### src/sv/aot_pkg.sv
`timescale 1ns / 1ps

package aot_pkg;

  localparam int unsigned ENTRIES    = 64;
  localparam int unsigned COUNT_BITS = 32;
  localparam int unsigned KEY_W      = 48;
  localparam int unsigned IPV4_W     = 32;
  localparam int unsigned TABLES     = 4;
  localparam int unsigned SEL_W      = 2;
  localparam int unsigned IDX_W      = $clog2(ENTRIES);
  localparam int unsigned FILL_W     = $clog2(ENTRIES + 1);
  localparam int unsigned OUT_IDX_W  = 6;
  localparam int unsigned OUT_CNT_W  = 32;

  typedef enum logic [SEL_W-1:0] {
    TBL_SRC_MAC,
    TBL_DST_MAC,
    TBL_SRC_IPV4,
    TBL_DST_IPV4
  } tbl_e;

  typedef enum logic [1:0] {
    ST_IDLE,
    ST_BUSY,
    ST_HOLD
  } state_e;

  // Lookup token walking down the cell chain
  typedef struct packed {
    logic                  active;
    tbl_e                  sel;
    logic [KEY_W-1:0]      key;
    logic [FILL_W-1:0]     fill;
    logic                  hit;
    logic [IDX_W-1:0]      pos;
    logic [COUNT_BITS-1:0] count;
  } token_t;

  typedef struct packed {
    logic                 matched;
    logic [OUT_IDX_W-1:0] index;
    logic [OUT_CNT_W-1:0] count;
    logic                 full;
  } result_t;

  function automatic logic [OUT_IDX_W-1:0] out_index(logic [IDX_W-1:0] pos);
    logic [63:0] w;
    w = 64'(pos);
    return w[OUT_IDX_W-1:0];
  endfunction

  function automatic logic [OUT_CNT_W-1:0] out_count(logic [COUNT_BITS-1:0] cnt);
    logic [63:0] w;
    w = 64'(cnt);
    return w[OUT_CNT_W-1:0];
  endfunction

endpackage

### src/sv/aot_cell.sv
`timescale 1ns / 1ps

module aot_cell (
  input  logic                       clk_i,
  input  logic                       rst_ni,
  input  logic [aot_pkg::IDX_W-1:0]  cell_idx_i,
  input  aot_pkg::token_t            tok_i,
  output aot_pkg::token_t            tok_o
);

  logic [aot_pkg::KEY_W-1:0]      key_q [aot_pkg::TABLES];
  logic [aot_pkg::COUNT_BITS-1:0] cnt_q [aot_pkg::TABLES];

  aot_pkg::token_t                tok_q;
  aot_pkg::token_t                tok_d;
  logic                           live;
  logic                           match;
  logic                           append;
  logic [aot_pkg::FILL_W-1:0]     idx_ext;
  logic [aot_pkg::COUNT_BITS-1:0] cnt_cur;
  logic [aot_pkg::COUNT_BITS-1:0] cnt_inc;

  always_comb begin
    idx_ext = aot_pkg::FILL_W'(cell_idx_i);
    live    = tok_i.active && !tok_i.hit;
    match   = live && (idx_ext < tok_i.fill) && (key_q[tok_i.sel] == tok_i.key);
    append  = live && (idx_ext == tok_i.fill);
    cnt_cur = cnt_q[tok_i.sel];
    // saturate at all ones
    cnt_inc = (&cnt_cur) ? cnt_cur : cnt_cur + 1'b1;
    tok_d   = tok_i;
    if (match) begin
      tok_d.hit   = 1'b1;
      tok_d.pos   = cell_idx_i;
      tok_d.count = cnt_inc;
    end else if (append) begin
      tok_d.pos   = cell_idx_i;
      tok_d.count = aot_pkg::COUNT_BITS'(1);
    end
  end

  always_ff @(posedge clk_i) begin
    if (match) begin
      cnt_q[tok_i.sel] <= cnt_inc;
    end else if (append) begin
      key_q[tok_i.sel] <= tok_i.key;
      cnt_q[tok_i.sel] <= aot_pkg::COUNT_BITS'(1);
    end
  end

  always_ff @(posedge clk_i or negedge rst_ni) begin
    if (!rst_ni) begin
      tok_q <= '0;
    end else begin
      tok_q <= tok_d;
    end
  end

  assign tok_o = tok_q;

`ifndef ASSERT_OFF
  a_match_counts: assert property (@(posedge clk_i) disable iff (!rst_ni)
    match |=> (tok_q.hit && tok_q.count != '0))
    else $error("hit left the cell with a zero count");

  a_append_one: assert property (@(posedge clk_i) disable iff (!rst_ni)
    append |=> (!tok_q.hit && tok_q.count == aot_pkg::COUNT_BITS'(1)))
    else $error("appended entry did not report a count of one");
`endif

endmodule

### config.mk
export PLATFORM = sky130hd
export DESIGN_NAME = aot_cell
export DESIGN_NICKNAME = d
export VERILOG_FILES = /design/src/sv/aot_pkg.sv /design/src/sv/aot_cell.sv
export SDC_FILE = /design/constraint.sdc
export NUM_CORES = 1
export LEC_CHECK = 0
export ABC_AREA = 1
export CORE_ASPECT_RATIO = 0.9
export CORE_UTILIZATION = 60
export CTS_CLUSTER_SIZE = 40
export DETAILED_ROUTE_END_ITERATION = 12
export DONT_BUFFER_PORTS = 1
export PLACE_DENSITY = 0.82
export REMOVE_ABC_BUFFERS = 1
export SYNTH_ARGS = -nofsm -noshare
export SYNTH_HDL_FRONTEND = slang
export SYNTH_SLANG_ARGS = --single-unit
### constraint.sdc
create_clock -name clk_i -period 4.4 [get_ports clk_i]
set_input_delay 0.22 -clock clk_i [delete_from_list [all_inputs] [get_ports clk_i]]
set_output_delay 0.22 -clock clk_i [all_outputs]
set_load 0.01 [all_outputs]
==> metrics <==
Antenna Nets Post-Route=0; Placer Congestion=0.9116; sequential cell area=12040 um2; via count=14520; Slew Viols, Final=0; kind of critical path=input port to flop; Port Buffers=0; # diodes=0; fill count=2150; Power per Cell Area=402.1 nW/um2; grt ovf=0; Initial DRT Pass Iterations=6; initial antenna violation count=0; TritonCTS Buffers=42; Core Region=30830 um2; later-pin clock latency in the skew report=550 ps; Routed Wire Length=49.53 mm; RSZ-0062 raised after global routing=false; Critical R2R Capture=tok_o[35]; Area Growth Syn to Fin=14.87%; end point of the critical path=tok_o[35]; final setup fails=0; IO Pins=202; drc violations=0; Yosys reg bits=417; vias in the first global route=14010; layout cells sized above 1=0.05788; setup ws final=1070 ps; Die Ht=169.7 um; Clock Root Buffer=clkbuf_16; post-CTS setup buffer count=0; row count=61; Slew @ Worst Pin=817.3 ps; NumNets Final=2203; Leak=0.009491 uW; clk buf depth=3; Iter 0 DRT Violations=1742; setup_tns=0 ps; Peak VDD IR=312.0 uV; first-pass GRT wire length=76.91 mm; dpl hpwl=28.85 mm; Max Freq=300.3 MHz; synth warn=0; RR Startpoint=key_q[3][30]; mapped cell area=18740 um2; die area=31950 um2; Hold WC Path Type=input port to flop; Req. time, crit path=4870 ps; Worst EP arrival=3800 ps; Rel. slew slack=0.4551; Multi-input gate area=5798 um2; status=complete, no violations; CTS H-tree lvls=2; CTS sink cnt=417; minimum clock period=3330 ps; CP endpoint kind=flop; Cells after Synth=1991; startpoint class of the critical path=input port; CP max FO=148; Crit. Startpoint=tok_i[94]; Initial Utilization=0.6079; unique cell type count in the Yosys netlist=30; WL per Instance=19.55 um; GRT Resource Usage Total=0.3133; pin count of the biggest net entering global routing=149; r2r setup slk=1170 ps; endpoints failing hold=0; FF-to-FF path depth=16; Tcrit/Tclk final=0.7569; Die X=188.3 um; maxcap violations=0; Vias/cell=5.728; Min Hold Slack=13.92 ps; post-route clock skew=24.12 ps; Post-Place Worst Slack=910.9 ps; clk slew on worst S/H paths=60 ps; Seq/Total Area, Yosys=0.6421; Avg Cell Area, Syn=9.414 um2; CTS tree=yes
==> flip-flops by register name, indices dropped and copies added, names as in the netlist <==
signal and count:
tok_o 97, cnt_q 128, key_q 192
==> how the worst min path moves through the flow <==
stage / from / to / slack [ps] / cells after the start
2_1_floorplan: rst_ni / tok_o[0] / -80 / 0
6_report: tok_i[32] / tok_o[32] / 10 / 6
4_1_cts: tok_i[36] / tok_o[36] / 20 / 6
3_3_place_gp: rst_ni / tok_o[68] / -70 / 0
5_1_grt: tok_i[32] / tok_o[32] / 60 / 6
3_5_place_dp: rst_ni / tok_o[73] / -70 / 0
==> Yosys cell counts (all sizes together) <==
| cell type | instances | area, um2 |
|---|---|---|
| a21boi | 25 | 187.7 |
| a21oi | 21 | 138.9 |
| buf | 54 | 405.4 |
| clkbuf | 16 | 60.06 |
| dfrtp | 97 | 2427 |
| edfxtp | 320 | 9609 |
| ha | 7 | 87.58 |
| inv | 127 | 476.7 |
| nand2 | 965 | 3635 |
| nand3 | 189 | 945.9 |
| nand3b | 7 | 56.30 |
| nand4 | 15 | 93.84 |
| nor2 | 128 | 510.5 |
| nor3 | 1 | 5.000 |
| o21ai | 16 | 80.07 |
| or4 | 1 | 7.510 |
| xnor2 | 1 | 8.760 |
| xor2 | 1 | 8.760 |
==> power by group <==
part           internal [uW]  total, uW  switching, uW
registers               4300       4350           44.4
clock network           2210       3720           1510
logic                    207        595            388
==> per-layer routing <==
layer,vias to the layer above,wire (um),track usage
li1,6674,-,-
met1,6806,19520,0.4388
met2,933,22840,0.5009
met3,103,5843,0.05997
met4,0,1326,0.09432
met5,-,0,0
==> cells in the final DEF, fill, tap and decap left out, types with 5 or more instances in the layout <==
master	n
clkinv_2	10
nand3_1	189
nor2_1	116
a21boi_1	17
a21oi_2	9
ha_1	7
nand4_1	15
o21ai_0	15
edfxtp_1	320
nor2_4	6
buf_4	21
inv_1	125
nor2_2	6
clkbuf_16	43
a21boi_0	8
nand3b_1	6
bufinv_16	5
a21oi_1	12
clkbuf_1	8
nand2_1	961
dlygate4sd3_1	101
dfrtp_1	97
clkbuf_8	6
==> what timing repair did <==
item                                   4_1_cts  5_1_grt
hold buffers                               102        0
gates resized for setup                      0        0
endpoints found under the hold margin      386        0
==> logic make-up after synthesis <==
logic type	Yosys count	share of synthesized area
AOI/OAI and AO/OA	62	0.02169
buffers and inverters	197	0.05026
adders and majority gates	7	0.004672
xor gates and xnor gates	2	0.0009347
and+or+nand+nor	1306	0.2803
DFF	417	0.6421
==> per-stage QoR <==
| stage | utilization | instance area [um2] | power [uW] | cells |
|---|---|---|---|---|
| 5_1_grt | 0.6983 | 21530 | 8902 | 2534 |
| 3_3_place_gp | 0.6176 | 19040 | 4859 | 2354 |
| 6_report | 0.6983 | 21530 | 8658 | 2534 |
| 2_1_floorplan | - | 18280 | 4748 | 1921 |
| 4_1_cts | 0.6983 | 21530 | 8660 | 2534 |
| 3_5_place_dp | 0.6176 | 19040 | 4876 | 2354 |
==> final cells by class <==
cell class,count,area share
sequential,417,0.5590
multi-input combinational,1377,0.2693
timing repair buffer,126,0.05834
clock buffer,57,0.05521
tap,409,0.02377
inverter,127,0.02226
clock inverter,21,0.01209
==> critical path, stage by stage <==
cell and delay [ps]:
inv_4 380, buf_12 280, nand2_1 80, nand2_1 70
nand2_1 60, nand3_1 90, nand2_1 50, nor2_1 360
nand2_1 220, nor2_1 150, nand2_1 60, nor2_1 460
nand2_1 340, nand2_1 140, nand2_1 60, dlygate4sd3_1 560
inv_1 70
(Power assumes the default switching activity.)
